`config.mk`:
```
export PLATFORM = sky130hd
export DESIGN_NAME = timestamp_latency_averager_top
export DESIGN_NICKNAME = d
export VERILOG_FILES = /design/src/rtl/tla_pkg.sv /design/src/rtl/tla_ram.sv /design/src/rtl/tla_front.sv /design/src/rtl/tla_div.sv /design/src/rtl/tla_engine.sv /design/src/rtl/timestamp_latency_averager_top.sv
export SDC_FILE = /design/constraint.sdc
export NUM_CORES = 2
export LEC_CHECK = 0
export BUFFER_PORTS_ARGS = -buffer_cell sky130_fd_sc_hd__clkbuf_2
export CORE_ASPECT_RATIO = 1.2
export CORE_MARGIN = 1
export CORE_UTILIZATION = 50
export CTS_BUF_LIST = sky130_fd_sc_hd__clkbuf_16
export DETAILED_ROUTE_END_ITERATION = 8
export GPL_TIMING_DRIVEN = 1
export PLACE_DENSITY = 0.63
export SKIP_CTS_REPAIR_TIMING = 1
export SLEW_MARGIN = 20
export SYNTH_ARGS = -nofsm -noshare
export SYNTH_HDL_FRONTEND = slang
export SYNTH_HIERARCHICAL = 1
export SYNTH_SLANG_ARGS = --single-unit
```
`constraint.sdc`:
```
create_clock -name clock -period 13.3 [get_ports clock]
set_input_delay 3.325 -clock clock [delete_from_list [all_inputs] [get_ports clock]]
set_output_delay 3.325 -clock clock [all_outputs]
set_load 0.05 [all_outputs]
```
`src/rtl/tla_pkg.sv`:
```
// Package for the timestamp latency averager.
// Holds shared widths, reset constants, command and divider types, engine states.
// No dependencies.
package tla_pkg;

   localparam int DEPTH_DEF    = 16;
   localparam int KEY_W        = 63;
   localparam int WALL_W       = 63;
   localparam int PERIOD_W     = 16;
   localparam int LAG_W        = 12;
   localparam int LAT_W        = 64;
   localparam int DIV_W        = 64;
   localparam int ENTRY_W      = KEY_W + WALL_W;
   localparam int REQ_DATA_W   = 128;
   localparam int RSP_DATA_W   = 80;
   localparam logic [PERIOD_W-1:0] PERIOD_RESET = 16'd100;
   localparam logic [LAG_W-1:0]     LAG_MAX      = 12'hFFF;

   typedef enum logic {
      KIND_SEND = 1'b0,
      KIND_RECV = 1'b1
   } kind_type;

   typedef struct packed {
      kind_type             kind;
      logic [KEY_W-1:0]     key;
      logic [WALL_W-1:0]    wall;
   } cmd_type;

   typedef struct packed {
      logic                 start;
      logic [DIV_W-1:0]     dividend;
      logic [PERIOD_W-1:0]  divisor;
   } div_req_type;

   typedef struct packed {
      logic                 done;
      logic [DIV_W-1:0]     quotient;
   } div_rsp_type;

   typedef enum logic [3:0] {
      E_IDLE,
      E_SEND,
      E_RD,
      E_CMP,
      E_ACC,
      E_DIV_LAG,
      E_WAIT_LAG,
      E_DIV_LAT,
      E_WAIT_LAT,
      E_RESP
   } eng_state_type;

endpackage

```
`src/rtl/tla_ram.sv`:
```
// Generic single write, single read RAM with registered read data.
// No dependencies.
module tla_ram #(
   parameter int WIDTH = 8,
   parameter int DEPTH = 16
) (
   input  logic                     clock,
   input  logic                     wr_en,
   input  logic [$clog2(DEPTH)-1:0] wr_addr,
   input  logic [WIDTH-1:0]         wr_data,
   input  logic [$clog2(DEPTH)-1:0] rd_addr,
   output logic [WIDTH-1:0]         rd_data
);

   logic [WIDTH-1:0] mem_ff [DEPTH];
   logic [WIDTH-1:0] rd_data_ff;

   always_ff @(posedge clock) begin
      if (wr_en) begin
         mem_ff[wr_addr] <= wr_data;
      end
      rd_data_ff <= mem_ff[rd_addr];
   end

   assign rd_data = rd_data_ff;

endmodule

```
`src/rtl/tla_front.sv`:
```
// Front end: accepts request beats, classifies them and holds them in a two-entry queue.
// Depends on tla_pkg.
module tla_front (
   input  logic                         clock,
   input  logic                         reset,
   input  logic                         req_tvalid,
   output logic                         req_tready,
   input  logic [tla_pkg::REQ_DATA_W-1:0] req_tdata,
   input  logic                         req_tuser,
   output logic                         cmd_valid,
   input  logic                         cmd_ready,
   output tla_pkg::cmd_type             cmd
);

   tla_pkg::cmd_type q_ff [2];
   logic             wp_ff, wp_in;
   logic             rp_ff, rp_in;
   logic [1:0]       cnt_ff, cnt_in;
   logic             push, pop;
   tla_pkg::cmd_type new_cmd;

   assign req_tready = (cnt_ff != 2'd2);
   assign cmd_valid  = (cnt_ff != 2'd0);
   assign cmd        = q_ff[rp_ff];
   assign push       = req_tvalid & req_tready;
   assign pop        = cmd_valid & cmd_ready;

   always_comb begin
      new_cmd.kind = req_tuser ? tla_pkg::KIND_RECV : tla_pkg::KIND_SEND;
      new_cmd.key  = req_tdata[tla_pkg::KEY_W-1:0];
      new_cmd.wall = req_tdata[tla_pkg::KEY_W +: tla_pkg::WALL_W];
      wp_in  = push ? ~wp_ff : wp_ff;
      rp_in  = pop ? ~rp_ff : rp_ff;
      cnt_in = cnt_ff + {1'b0, push} - {1'b0, pop};
   end

   always_ff @(posedge clock) begin
      if (push) begin
         q_ff[wp_ff] <= new_cmd;
      end
   end

   always_ff @(posedge clock) begin
      if (reset) begin
         wp_ff  <= 1'b0;
         rp_ff  <= 1'b0;
         cnt_ff <= 2'd0;
      end else begin
         wp_ff  <= wp_in;
         rp_ff  <= rp_in;
         cnt_ff <= cnt_in;
      end
   end

endmodule

```
`src/rtl/tla_div.sv`:
```
// Restoring serial divider, one quotient bit per cycle, 64-bit dividend by 16-bit divisor.
// Depends on tla_pkg.
module tla_div (
   input  logic                  clock,
   input  logic                  reset,
   input  tla_pkg::div_req_type  req,
   output tla_pkg::div_rsp_type  rsp
);

   localparam int STEP_W = $clog2(tla_pkg::DIV_W);

   logic [tla_pkg::DIV_W-1:0]    quo_ff, quo_in;
   logic [tla_pkg::PERIOD_W-1:0] rem_ff, rem_in;
   logic [STEP_W-1:0]            step_ff, step_in;
   logic                         busy_ff, busy_in;
   logic                         done_ff, done_in;
   logic [tla_pkg::PERIOD_W:0]   shifted;
   logic [tla_pkg::PERIOD_W:0]   trial;
   logic                         fits;

   always_comb begin
      shifted = {rem_ff, quo_ff[tla_pkg::DIV_W-1]};
      trial   = shifted - {1'b0, req.divisor};
      fits    = (shifted >= {1'b0, req.divisor});
      quo_in  = quo_ff;
      rem_in  = rem_ff;
      step_in = step_ff;
      busy_in = busy_ff;
      done_in = 1'b0;
      if (req.start) begin
         quo_in  = req.dividend;
         rem_in  = '0;
         step_in = '0;
         busy_in = 1'b1;
      end else if (busy_ff) begin
         quo_in  = {quo_ff[tla_pkg::DIV_W-2:0], fits};
         rem_in  = fits ? trial[tla_pkg::PERIOD_W-1:0] : shifted[tla_pkg::PERIOD_W-1:0];
         step_in = step_ff + 1'b1;
         if (step_ff == STEP_W'(tla_pkg::DIV_W - 1)) begin
            busy_in = 1'b0;
            done_in = 1'b1;
         end
      end
   end

   always_ff @(posedge clock) begin
      quo_ff  <= quo_in;
      rem_ff  <= rem_in;
      step_ff <= step_in;
   end

   always_ff @(posedge clock) begin
      if (reset) begin
         busy_ff <= 1'b0;
         done_ff <= 1'b0;
      end else begin
         busy_ff <= busy_in;
         done_ff <= done_in;
      end
   end

   assign rsp.done     = done_ff;
   assign rsp.quotient = quo_ff;

endmodule

```
`src/rtl/tla_engine.sv`:
```
// Back end: keeps the pending-send ring, searches it on receive, accumulates and reports.
// Depends on tla_pkg, tla_ram and tla_div.
module tla_engine #(
   parameter int DEPTH = tla_pkg::DEPTH_DEF
) (
   input  logic                           clock,
   input  logic                           reset,
   input  logic                           cmd_valid,
   output logic                           cmd_ready,
   input  tla_pkg::cmd_type               cmd,
   input  logic [tla_pkg::PERIOD_W-1:0]   period,
   output logic                           rsp_tvalid,
   input  logic                           rsp_tready,
   output logic [tla_pkg::LAG_W-1:0]      rsp_lag,
   output logic [tla_pkg::LAT_W-1:0]      rsp_lat
);

   localparam int IDX_W  = $clog2(DEPTH);
   localparam int CNT_W  = $clog2(DEPTH + 1);
   localparam int STEP_W = IDX_W + tla_pkg::PERIOD_W;
   localparam int DW     = tla_pkg::DIV_W;

   tla_pkg::eng_state_type state_ff, state_in;

   tla_pkg::cmd_type            cmd_ff, cmd_in;
   logic [IDX_W-1:0]            head_ff, head_in;
   logic [IDX_W-1:0]            tail_ff, tail_in;
   logic [IDX_W-1:0]            rp_ff, rp_in;
   logic [CNT_W-1:0]            occ_ff, occ_in;
   logic [CNT_W-1:0]            idx_ff, idx_in;
   logic [IDX_W-1:0]            lag_ff, lag_in;
   logic [DW-1:0]               diff_ff, diff_in;
   logic [DW-1:0]               esum_ff, esum_in;
   logic [STEP_W-1:0]           ssum_ff, ssum_in;
   logic [tla_pkg::PERIOD_W-1:0] mcnt_ff, mcnt_in;
   logic [tla_pkg::LAG_W-1:0]   lag_res_ff, lag_res_in;
   logic [tla_pkg::LAT_W-1:0]   lat_res_ff, lat_res_in;
   logic                        out_valid_ff, out_valid_in;
   logic [tla_pkg::LAG_W-1:0]   out_lag_ff, out_lag_in;
   logic [tla_pkg::LAT_W-1:0]   out_lat_ff, out_lat_in;

   logic                        ram_we;
   logic [tla_pkg::ENTRY_W-1:0] ram_wdata;
   logic [tla_pkg::ENTRY_W-1:0] ram_rdata;
   logic [tla_pkg::KEY_W-1:0]   st_key;
   logic [tla_pkg::WALL_W-1:0]  st_wall;
   logic                        hit;
   logic [CNT_W-1:0]            lag_full;
   logic [CNT_W-1:0]            idx_next;
   logic [tla_pkg::PERIOD_W-1:0] mcnt_next;
   logic                        full;
   logic                        out_free;
   tla_pkg::div_req_type        div_req;
   tla_pkg::div_rsp_type        div_rsp;

   function automatic logic [IDX_W-1:0] wrap_inc(input logic [IDX_W-1:0] p);
      logic [IDX_W-1:0] r;
      r = (p == IDX_W'(DEPTH - 1)) ? '0 : p + 1'b1;
      return r;
   endfunction

   tla_ram #(
      .WIDTH (tla_pkg::ENTRY_W),
      .DEPTH (DEPTH)
   ) u_ram (
      .clock   (clock),
      .wr_en   (ram_we),
      .wr_addr (tail_ff),
      .wr_data (ram_wdata),
      .rd_addr (rp_ff),
      .rd_data (ram_rdata)
   );

   tla_div u_div (
      .clock (clock),
      .reset (reset),
      .req   (div_req),
      .rsp   (div_rsp)
   );

   assign st_key    = ram_rdata[tla_pkg::KEY_W-1:0];
   assign st_wall   = ram_rdata[tla_pkg::KEY_W +: tla_pkg::WALL_W];
   assign hit       = (st_key == cmd_ff.key);
   assign lag_full  = occ_ff - idx_ff - CNT_W'(1);
   assign idx_next  = idx_ff + CNT_W'(1);
   assign mcnt_next = mcnt_ff + 1'b1;
   assign full      = (occ_ff == CNT_W'(DEPTH));
   assign out_free  = ~out_valid_ff | rsp_tready;
   assign ram_wdata = {cmd_ff.wall, cmd_ff.key};

   // next state
   always_comb begin
      state_in = state_ff;
      case (state_ff)
         tla_pkg::E_IDLE: begin
            if (cmd_valid) begin
               if (cmd.kind == tla_pkg::KIND_SEND) begin
                  state_in = tla_pkg::E_SEND;
               end else if (occ_ff != '0) begin
                  state_in = tla_pkg::E_RD;
               end
            end
         end
         tla_pkg::E_SEND:     state_in = tla_pkg::E_IDLE;
         tla_pkg::E_RD:       state_in = tla_pkg::E_CMP;
         tla_pkg::E_CMP: begin
            if (hit) begin
               state_in = tla_pkg::E_ACC;
            end else if (idx_next == occ_ff) begin
               state_in = tla_pkg::E_IDLE;
            end else begin
               state_in = tla_pkg::E_RD;
            end
         end
         tla_pkg::E_ACC: begin
            state_in = (mcnt_next >= period) ? tla_pkg::E_DIV_LAG : tla_pkg::E_IDLE;
         end
         tla_pkg::E_DIV_LAG:  state_in = tla_pkg::E_WAIT_LAG;
         tla_pkg::E_WAIT_LAG: begin
            if (div_rsp.done) begin
               state_in = tla_pkg::E_DIV_LAT;
            end
         end
         tla_pkg::E_DIV_LAT:  state_in = tla_pkg::E_WAIT_LAT;
         tla_pkg::E_WAIT_LAT: begin
            if (div_rsp.done) begin
               state_in = tla_pkg::E_RESP;
            end
         end
         tla_pkg::E_RESP: begin
            if (out_free) begin
               state_in = tla_pkg::E_IDLE;
            end
         end
         default:             state_in = tla_pkg::E_IDLE;
      endcase
   end

   // outputs and datapath
   always_comb begin
      cmd_ready        = 1'b0;
      ram_we           = 1'b0;
      div_req.start    = 1'b0;
      div_req.divisor  = mcnt_ff;
      div_req.dividend = {{(DW - STEP_W - 8){1'b0}}, ssum_ff, 8'd0};
      cmd_in       = cmd_ff;
      head_in      = head_ff;
      tail_in      = tail_ff;
      rp_in        = rp_ff;
      occ_in       = occ_ff;
      idx_in       = idx_ff;
      lag_in       = lag_ff;
      diff_in      = diff_ff;
      esum_in      = esum_ff;
      ssum_in      = ssum_ff;
      mcnt_in      = mcnt_ff;
      lag_res_in   = lag_res_ff;
      lat_res_in   = lat_res_ff;
      out_lag_in   = out_lag_ff;
      out_lat_in   = out_lat_ff;
      out_valid_in = out_valid_ff & ~rsp_tready;
      case (state_ff)
         tla_pkg::E_IDLE: begin
            cmd_ready = 1'b1;
            if (cmd_valid) begin
               cmd_in = cmd;
               rp_in  = head_ff;
               idx_in = '0;
            end
         end
         tla_pkg::E_SEND: begin
            ram_we  = 1'b1;
            tail_in = wrap_inc(tail_ff);
            if (full) begin
               head_in = wrap_inc(head_ff);
            end else begin
               occ_in = occ_ff + CNT_W'(1);
            end
         end
         tla_pkg::E_CMP: begin
            if (hit) begin
               diff_in = {1'b0, cmd_ff.wall} - {1'b0, st_wall};
               lag_in  = lag_full[IDX_W-1:0];
               occ_in  = lag_full;
               head_in = wrap_inc(rp_ff);
            end else begin
               idx_in = idx_next;
               rp_in  = wrap_inc(rp_ff);
            end
         end
         tla_pkg::E_ACC: begin
            esum_in = esum_ff + diff_ff;
            ssum_in = ssum_ff + STEP_W'(lag_ff);
            mcnt_in = mcnt_next;
         end
         tla_pkg::E_DIV_LAG: begin
            div_req.start = 1'b1;
         end
         tla_pkg::E_WAIT_LAG: begin
            if (div_rsp.done) begin
               lag_res_in = (|div_rsp.quotient[DW-1:tla_pkg::LAG_W]) ?
                            tla_pkg::LAG_MAX : div_rsp.quotient[tla_pkg::LAG_W-1:0];
            end
         end
         tla_pkg::E_DIV_LAT: begin
            div_req.start    = 1'b1;
            div_req.dividend = esum_ff[DW-1] ?
                               (~esum_ff + {{(DW - tla_pkg::PERIOD_W){1'b0}}, mcnt_ff}) :
                               esum_ff;
         end
         tla_pkg::E_WAIT_LAT: begin
            if (div_rsp.done) begin
               lat_res_in = esum_ff[DW-1] ? (~div_rsp.quotient + 1'b1) : div_rsp.quotient;
            end
         end
         tla_pkg::E_RESP: begin
            if (out_free) begin
               out_valid_in = 1'b1;
               out_lag_in   = lag_res_ff;
               out_lat_in   = lat_res_ff;
               esum_in      = '0;
               ssum_in      = '0;
               mcnt_in      = '0;
            end
         end
         default: begin
         end
      endcase
   end

   always_ff @(posedge clock) begin
      cmd_ff     <= cmd_in;
      rp_ff      <= rp_in;
      idx_ff     <= idx_in;
      lag_ff     <= lag_in;
      diff_ff    <= diff_in;
      lag_res_ff <= lag_res_in;
      lat_res_ff <= lat_res_in;
      out_lag_ff <= out_lag_in;
      out_lat_ff <= out_lat_in;
   end

   always_ff @(posedge clock) begin
      if (reset) begin
         state_ff     <= tla_pkg::E_IDLE;
         head_ff      <= '0;
         tail_ff      <= '0;
         occ_ff       <= '0;
         esum_ff      <= '0;
         ssum_ff      <= '0;
         mcnt_ff      <= '0;
         out_valid_ff <= 1'b0;
      end else begin
         state_ff     <= state_in;
         head_ff      <= head_in;
         tail_ff      <= tail_in;
         occ_ff       <= occ_in;
         esum_ff      <= esum_in;
         ssum_ff      <= ssum_in;
         mcnt_ff      <= mcnt_in;
         out_valid_ff <= out_valid_in;
      end
   end

   assign rsp_tvalid = out_valid_ff;
   assign rsp_lag    = out_lag_ff;
   assign rsp_lat    = out_lat_ff;

endmodule

```
`src/rtl/timestamp_latency_averager_top.sv`:
```
// Top level of the timestamp latency averager.
// Depends on tla_pkg, tla_front and tla_engine.
//
// Usage:
//   req_* carries one beat per event: tuser selects send (0) or receive (1),
//   tdata carries the message timestamp and the wall time. A send stores the
//   pair in a ring of DEPTH entries, evicting the oldest when full. A receive
//   searches the ring oldest-first; on a match it accumulates step lag and
//   elapsed time and drops the match and everything older.
//   After every 'period' matches one rsp_* beat reports both means.
//   csr_* writes period; write it only while the block is idle.
// Sequence:
//   A send writes one ring entry. A receive reads and compares the ring one
//   entry at a time through the registered read of the ring memory and
//   accumulates on a match; a reporting match then runs two 64-step serial
//   divisions in the shared divider. A two-beat queue decouples req_* from the engine.
// Reset: ring empty, sums and match count zero, period 100.
// Stall: a pending rsp beat holds while rsp_tready is low; the engine stops
//   only at its next report, and req_* keeps filling the queue meanwhile.
module timestamp_latency_averager_top #(
   parameter int DEPTH = tla_pkg::DEPTH_DEF
) (
   input  logic                           clock,
   input  logic                           reset,
   input  logic                           req_tvalid,
   output logic                           req_tready,
   // msg_time [62:0], wall_time [125:63], zero [127:126]
   input  logic [tla_pkg::REQ_DATA_W-1:0] req_tdata,
   // action
   input  logic                           req_tuser,
   output logic                           rsp_tvalid,
   input  logic                           rsp_tready,
   // avg_step_lag_q8 [11:0], avg_latency_us [75:12], zero [79:76]
   output logic [tla_pkg::RSP_DATA_W-1:0] rsp_tdata,
   input  logic                           csr_valid,
   output logic                           csr_ready,
   input  logic [tla_pkg::PERIOD_W-1:0]   csr_data
);

   logic [tla_pkg::PERIOD_W-1:0] period_ff, period_in;
   logic                         cmd_valid;
   logic                         cmd_ready;
   tla_pkg::cmd_type             cmd;
   logic [tla_pkg::LAG_W-1:0]    rsp_lag;
   logic [tla_pkg::LAT_W-1:0]    rsp_lat;

   assign csr_ready = 1'b1;
   assign period_in = (csr_valid & csr_ready) ? csr_data : period_ff;

   always_ff @(posedge clock) begin
      if (reset) begin
         period_ff <= tla_pkg::PERIOD_RESET;
      end else begin
         period_ff <= period_in;
      end
   end

   tla_front u_front (
      .clock      (clock),
      .reset      (reset),
      .req_tvalid (req_tvalid),
      .req_tready (req_tready),
      .req_tdata  (req_tdata),
      .req_tuser  (req_tuser),
      .cmd_valid  (cmd_valid),
      .cmd_ready  (cmd_ready),
      .cmd        (cmd)
   );

   tla_engine #(
      .DEPTH (DEPTH)
   ) u_engine (
      .clock      (clock),
      .reset      (reset),
      .cmd_valid  (cmd_valid),
      .cmd_ready  (cmd_ready),
      .cmd        (cmd),
      .period     (period_ff),
      .rsp_tvalid (rsp_tvalid),
      .rsp_tready (rsp_tready),
      .rsp_lag    (rsp_lag),
      .rsp_lat    (rsp_lat)
   );

   assign rsp_tdata = {
      {(tla_pkg::RSP_DATA_W - tla_pkg::LAG_W - tla_pkg::LAT_W){1'b0}},
      rsp_lat,
      rsp_lag
   };

endmodule

```
# Word-level counts from Yosys, hierarchy flattened
# Memory sizes are Yosys's and may differ from the RTL's. A register that Yosys moved wholly into a read port is not among the register bits.
# Index checks and enable logic that the tools add are counted.
[word_totals] regBits=581 ramBits=2270 elab_cells=158 mem_count=2
[op_classes] addsub=17 order_cmp=2 n_eq_ne=26 mux=53 n_bitwise=11 n_reduce_logical=20
[mem_list] name="u_engine.u_ram.mem_ff" depth=16 width=126 rd=1 rd_ports_with_merged_regs=1 write_ports=1 line_no="tla_ram.sv:15" text="logic [WIDTH-1:0] mem_ff [DEPTH];"
[mem_list] name="u_front.q_ff" depth=2 width=127 rd=1 rd_ports_with_merged_regs=1 write_ports=1 line_no="tla_front.sv:15" text="tla_pkg::cmd_type q_ff [2];"
[ops] cell="$mux 64" n=6
[ops] cell="$not 64->64" n=2
[ops] cell="$pmux 64 s2" n=1
[ops] cell="$add 64x1->64 const B" n=1
[ops] cell="$add 64x16->64" n=1
[ops] cell="$add 64x64->64" n=1
[ops] cell="$sub 63x63->64" n=1
[ops] cell="$eq 63x63->1" n=1
[ops] cell="$mux 4" n=14
[ops] cell="$reduce_or 52->1" n=1
[ops] cell="$pmux 20 s2" n=1
[ops] cell="$pmux 4 s9" n=1
[ops] cell="$mux 16" n=2
[ops] cell="$pmux 16 s2" n=1
[ops] cell="$add 20x4->20" n=1
[ops] cell="$eq 4x4->1 const B" n=5
[ops] cell="$mux 20" n=1
[ops] cell="$mux 5" n=4
[ops] cell="$pmux 5 s2" n=2
[ops] cell="$ge 17x16->1" n=1
[ops] cell="$add 16x1->16 const B" n=1
[ops] cell="$eq 4x3->1 const B" n=4
[ops] cell="$ge 16x16->1" n=1
[ops] cell="$mux 1" n=16
[ops] cell="other kinds (30)" n=59

# Logic depth before layout (Yosys ltp)
[logic_depth] depth_word=5 ltp_mapped=15 depth_no_buf=14

# Cells and area by module
# The synthesis kept the hierarchy.
[modules_own_cells] mod="tla_ram" n_inst=1 cells_each=3302 area_per_inst_um2=78206.3 seq_area_each_um2=63060.5
[modules_own_cells] mod="tla_engine" n_inst=1 cells_each=2926 area_per_inst_um2=28562.4 seq_area_each_um2=13022.5
[modules_own_cells] mod="tla_front" n_inst=1 cells_each=424 area_per_inst_um2=9531.6 seq_area_each_um2=7727.4
[modules_own_cells] mod="tla_div" n_inst=1 cells_each=401 area_per_inst_um2=4805.9 seq_area_each_um2=2402.3
[modules_own_cells] mod="timestamp_latency_averager_top" n_inst=1 cells_each=59 area_per_inst_um2=630.6 seq_area_each_um2=320.3

# Worst setup path after synthesis
# No wires, ideal clock.
[synth_timing] kind="flip-flop to flip-flop" startpoint="reg u_engine.state_ff[3]" endpoint="mem u_engine/u_ram/mem_ff[0][0] in the netlist's numbering, enable pin" setup_ps=765 arrival_ps=10141 path_slack_ps=2394 path_stages_with_launch=7 synth_period_minus_slack_ps=10906 path_cell_list="dfxtp_1 -> clkbuf_1 -> nor2_1 -> nand2_1 -> nor2_1 -> or3b_2 -> nor3_1"
[synth_between] elab_chain_cells=4
[synth_rtl] item="start: declaration" line_no="tla_engine.sv:23" text="tla_pkg::eng_state_type state_ff, state_in;"
[synth_rtl] item="start signal: assignment" line_no="tla_engine.sv:245" text="state_ff <= tla_pkg::E_IDLE;"
[synth_rtl] item="start signal: assignment" line_no="tla_engine.sv:254" text="state_ff <= state_in;"
[synth_rtl] item="$eq 4x1->1"
[synth_rtl] item="$mux 1" line_no="tla_engine.sv:162" text="case (state_ff)"
[synth_rtl] item="net u_engine.ram_we" line_no="tla_engine.sv:42" text="logic ram_we;"
[synth_rtl] item="$mux 1" line_no="tla_ram.sv:19" text="if (wr_en) begin"
[synth_rtl] item="$mux 1 (implied by the code)" line_no="tla_ram.sv:20" text="mem_ff[wr_addr] <= wr_data;"
[synth_rtl] item="end: declaration" line_no="tla_ram.sv:15"
# The timed path passes the listed nets, and every way through them passes these cells.

# Worst setup path after layout
[layout_timing] startpoint="in rsp_tready" endpoint="reg u_engine.esum_ff[63]"
[layout_between] elab_chain_cells=3
[layout_rtl] item="start: declaration" line_no="timestamp_latency_averager_top.sv:32" text="input logic rsp_tready,"
[layout_rtl] item="$or 1x1->1" line_no="tla_engine.sv:88" text="assign out_free = ~out_valid_ff | rsp_tready;"
[layout_rtl] item="$ne 2x1->1 (no source line)"
[layout_rtl] item="$reduce_and 2->1 (no source line)"
[layout_rtl] item="end signal: assignment" line_no="tla_engine.sv:258" text="esum_ff <= esum_in;"
[layout_rtl] item="end: declaration" line_no="tla_engine.sv:33" text="logic [DW-1:0] esum_ff, esum_in;"
# No other way between the ends.
# A chain may end at the register's enable or synchronous reset.

==> flow_summary.ini <==
[clocking]
cts_tree = done
clk_slew_on_worst_s_h_paths_ns = 0.06
cts_buffers = 301
cts.root.buffer_cell = sky130_fd_sc_hd__clkbuf_16
cts-htree-levels = 5
insertion_delay_ns = 0.88
cts.sinks = 2978
cts-root-to-sink-buffers = 4

[floorplan]
io_pins = 233
dieArea_um2 = 245500
die-height_um = 542.5
initial_utilization = 0.5024
chipWidth_um = 452.4
std_cell_rows = 198
coreArea_um2 = 242300

[global_route]
grtUsageTotal = 0.2332
grt_pass1_wl_um = 424600
grt_antenna_before_repair = 16
pin_count_of_the_biggest_net_entering_global_routing = 135
via_count_of_the_first_global_routing_pass = 65330
grt_overflow_total = 0

[worst_setup_path]
critPathMaxStageDelay_ns = 0.85
critical_path_buf_inv_count = 2
worstPathMaxFanout = 32
timing.critical_path.to_type = flop
path_delay_family = simple AND/OR/NAND/NOR gates
critPathSlowestCell = sky130_fd_sc_hd__nor2_4
critPathRequiredTime_ns = 14.08
setup.worst_path.start_class = primary input
crit_arrival_ns = 6.71
cp_cell_sequence = clkbuf_2 > nand2b_1 > nand4_1 > buf_4 > nand2_1 > nor2_4 > a311oi_1 > or4b_2 > a22oi_1
timing_worst_setup_path_type = in -> reg

[placement]
port_buffers = 225
gp_congestion = 0.9092
dp.final_hpwl_um = 168900
placement.setup.worst_slack_ns = 6.542

[logic_synthesis]
synthesis.instances = 7112
count_of_state_elements_after_synthesis = 2978
synth.lib_cells_used.distinct = 105
yosysSeqAreaShare = 0.7108
synth-edff-count = 2689
most_used_flip_flop_cell_after_synthesis = sky130_fd_sc_hd__edfxtp_1
async_reset_ff_frac = 0
yosys_warnings = 6
synthesis.area_per_instance_um2 = 17.12
netlist_area_um2 = 121700

[sta]
timing.final.setup_violations = 0
skew_ns = 0.06417
timing_worst_slew_pin_value_ns = 1.310
finalMaxSlewViolations = 0
relSlewSlack = 0.1201
layout_setup_ws_ns = 7.372
hold-worst-slack_ns = 0.3983
final_hold_viol_count = 0
timing.final.crit_share = 0.4457
min_period_ns = 5.928
fmaxAchievable_mhz = 168.7
rsz0062_at_grt = false
finalSetupTns_ns = 0

[pwr]
seq_power_share = 0.465
switching_power_mw = 8.550
combinationalPowerShare = 0.242
p_per_area_nw_per_um2 = 203.8
switching_fraction = 0.3089
p_clk_frac = 0.293
intPower_mw = 19.13
leakage_nw = 45.49
p_total_mw = 27.68
vdd.ir_drop.worst_uv = 147.2

[detailed_routing]
wl_per_cell_um = 26.56
via_count = 64850
drt_pre_antenna_iters = 5
initialDrtViolationCount = 5816
wl_um = 288100
antenna_violating_nets_post_route = 0
via_per_inst = 5.980
remaining_drc_errors = 0

[run]
cap_violations = 0

[final_layout]
drive_above_1_share = 0.2064
synthToLayoutAreaGrowth_pct = 11.59
final_core_util = 0.5607
finalNetCount = 7754
fill_cell_count = 18580

[min_path]
timing.hold.worst.class = reg -> reg

[outcome]
status = completed
[cell usage in the layout (no fill, tap or decap), types with 45 or more instances in the layout]
master                         n
sky130_fd_sc_hd__clkbuf_2    224
sky130_fd_sc_hd__nor2_1      277
sky130_fd_sc_hd__nand4_1      76
sky130_fd_sc_hd__mux4_2      471
sky130_fd_sc_hd__a22oi_1     243
sky130_fd_sc_hd__buf_4        99
sky130_fd_sc_hd__mux2i_1      49
sky130_fd_sc_hd__nand2_1     360
sky130_fd_sc_hd__a21oi_1     234
sky130_fd_sc_hd__nand3_1      72
sky130_fd_sc_hd__ha_1        192
sky130_fd_sc_hd__clkbuf_16   306
sky130_fd_sc_hd__xor2_1      137
sky130_fd_sc_hd__edfxtp_1   2689
sky130_fd_sc_hd__inv_1       248
sky130_fd_sc_hd__dfxtp_1     287
sky130_fd_sc_hd__clkinv_1     58
sky130_fd_sc_hd__xnor2_1     210
sky130_fd_sc_hd__mux2_2      222
sky130_fd_sc_hd__o21ai_0     212
sky130_fd_sc_hd__nor3_1       48
sky130_fd_sc_hd__nor2b_1      45
sky130_fd_sc_hd__o31ai_1      47
sky130_fd_sc_hd__a21o_1      107
[per-stage QoR]
| step | cell area, um2 | cells |
|---|---|---|
| CTS | 135800 | 10840 |
| global placement | 126300 | 10300 |
| floorplan | 121700 | 7115 |
| detailed placement | 126400 | 10300 |
| finish | 135800 | 10850 |
| global route | 135800 | 10840 |
[routing by layer]
layer  wire length, um  vias up  track usage
met5                62        -            0
met4              7889       10      0.06841
met3             17030      439      0.03025
met2            145100     2094       0.4004
met1            118000    33560       0.3107
li1                  -    28750            -
[area by class of cell]
| cell class | instances | area (um2) | area share |
|---|---|---|---|
| sequential | 2978 | 86540 | 0.6371 |
| multi-input combinational | 3613 | 33090 | 0.2436 |
| clock buffer | 306 | 7657 | 0.05637 |
| tap | 3200 | 4004 | 0.02947 |
| timing repair buffer | 337 | 2147 | 0.01581 |
| clock inverter | 231 | 1727 | 0.01271 |
| inverter | 175 | 661.9 | 0.004873 |
| antenna | 6 | 15.01 | 0.0001105 |
[power groups by stage]
stage | registers [mW] | clock network (mW) | logic, mW
after floorplan | 12.7 | 0 | 4.58
after detailed placement | 13.1 | 0 | 6.76
final | 12.9 | 8.10 | 6.71
after global routing | 13.0 | 8.61 | 7.15
after global placement | 13.0 | 0 | 6.72
after CTS | 12.9 | 8.27 | 6.78
[sequential cells by signal (all words and copies together) (netlist names), 5 cells and up, named ones only]
name and count:
u_engine/u_div/step_ff 6, u_engine/idx_ff 5, u_engine/lag_res_ff 12, u_engine/u_ram/mem_ff 2016
u_front/q_ff 254, u_engine/cmd_ff 126, u_engine/rsp_lag 12, u_engine/mcnt_ff 16
u_engine/rsp_lat 64, u_engine/ssum_ff 20, u_engine/esum_ff 64, u_engine/lat_res_ff 64
u_engine/u_ram/rd_data 126, u_engine/occ_ff 5, u_engine/u_div/rem_ff 16, period_ff 16
u_engine/diff_ff 64, u_engine/u_div/quo_ff 64
[synthesized netlist by cell type, types with 174 or more instances]
cell type | instances | area [um2]
sky130_fd_sc_hd__a21oi_1 | 234 | 1171
sky130_fd_sc_hd__a22oi_1 | 243 | 1824
sky130_fd_sc_hd__clkbuf_1 | 210 | 788.3
sky130_fd_sc_hd__dfxtp_1 | 289 | 5786
sky130_fd_sc_hd__edfxtp_1 | 2689 | 80750
sky130_fd_sc_hd__ha_1 | 192 | 2402
sky130_fd_sc_hd__inv_1 | 174 | 653.1
sky130_fd_sc_hd__mux2_2 | 222 | 2500
sky130_fd_sc_hd__mux4_2 | 471 | 10610
sky130_fd_sc_hd__nand2_1 | 361 | 1355
sky130_fd_sc_hd__nor2_1 | 295 | 1107
sky130_fd_sc_hd__o21ai_0 | 212 | 1061
sky130_fd_sc_hd__xnor2_1 | 211 | 1848
[cells by family (layout without fill, tap and decap cells)]
family                   count (synthesis)  after routing  synth area share
buffers and inverters                  524           1049           0.01910
flip-flops                            2978           2978            0.7108
AO/OA/AOI/OAI                         1145           1145           0.06374
XOR/XNOR                               348            348           0.02504
multiplexers                           772            772            0.1154
other                                    2             11        0.00006169
AND/OR/NAND/NOR                       1145           1145           0.04512
adder cells (fa/ha/maj)                198            198           0.02072
[worst paths after layout]
| check | end | cells after the start | slack (ns) | from |
|---|---|---|---|---|
| hold reg to reg | u_engine/rsp_lat[49] | 0 | 0.40 | u_engine/lat_res_ff[49] |
| setup reg to reg | u_engine/u_ram/mem_ff[5][93] | 7 | 7.79 | u_engine/state_ff[0] |
| hold / removal | u_engine/rsp_lat[49] | 0 | 0.40 | u_engine/lat_res_ff[49] |
| setup / recovery | u_engine/esum_ff[63] | 9 | 7.37 | rsp_tready |
[worst reg2reg max path: stages, from the launching register on]
cell	delay (ns)
sky130_fd_sc_hd__dfxtp_1	0.68
sky130_fd_sc_hd__nand2_1	0.19
sky130_fd_sc_hd__nor2_1	0.56
sky130_fd_sc_hd__nand3b_1	0.45
sky130_fd_sc_hd__nor2_4	0.94
sky130_fd_sc_hd__buf_4	0.72
sky130_fd_sc_hd__buf_4	0.68
sky130_fd_sc_hd__buf_4	0.86
(Power assumes the default switching activity.)
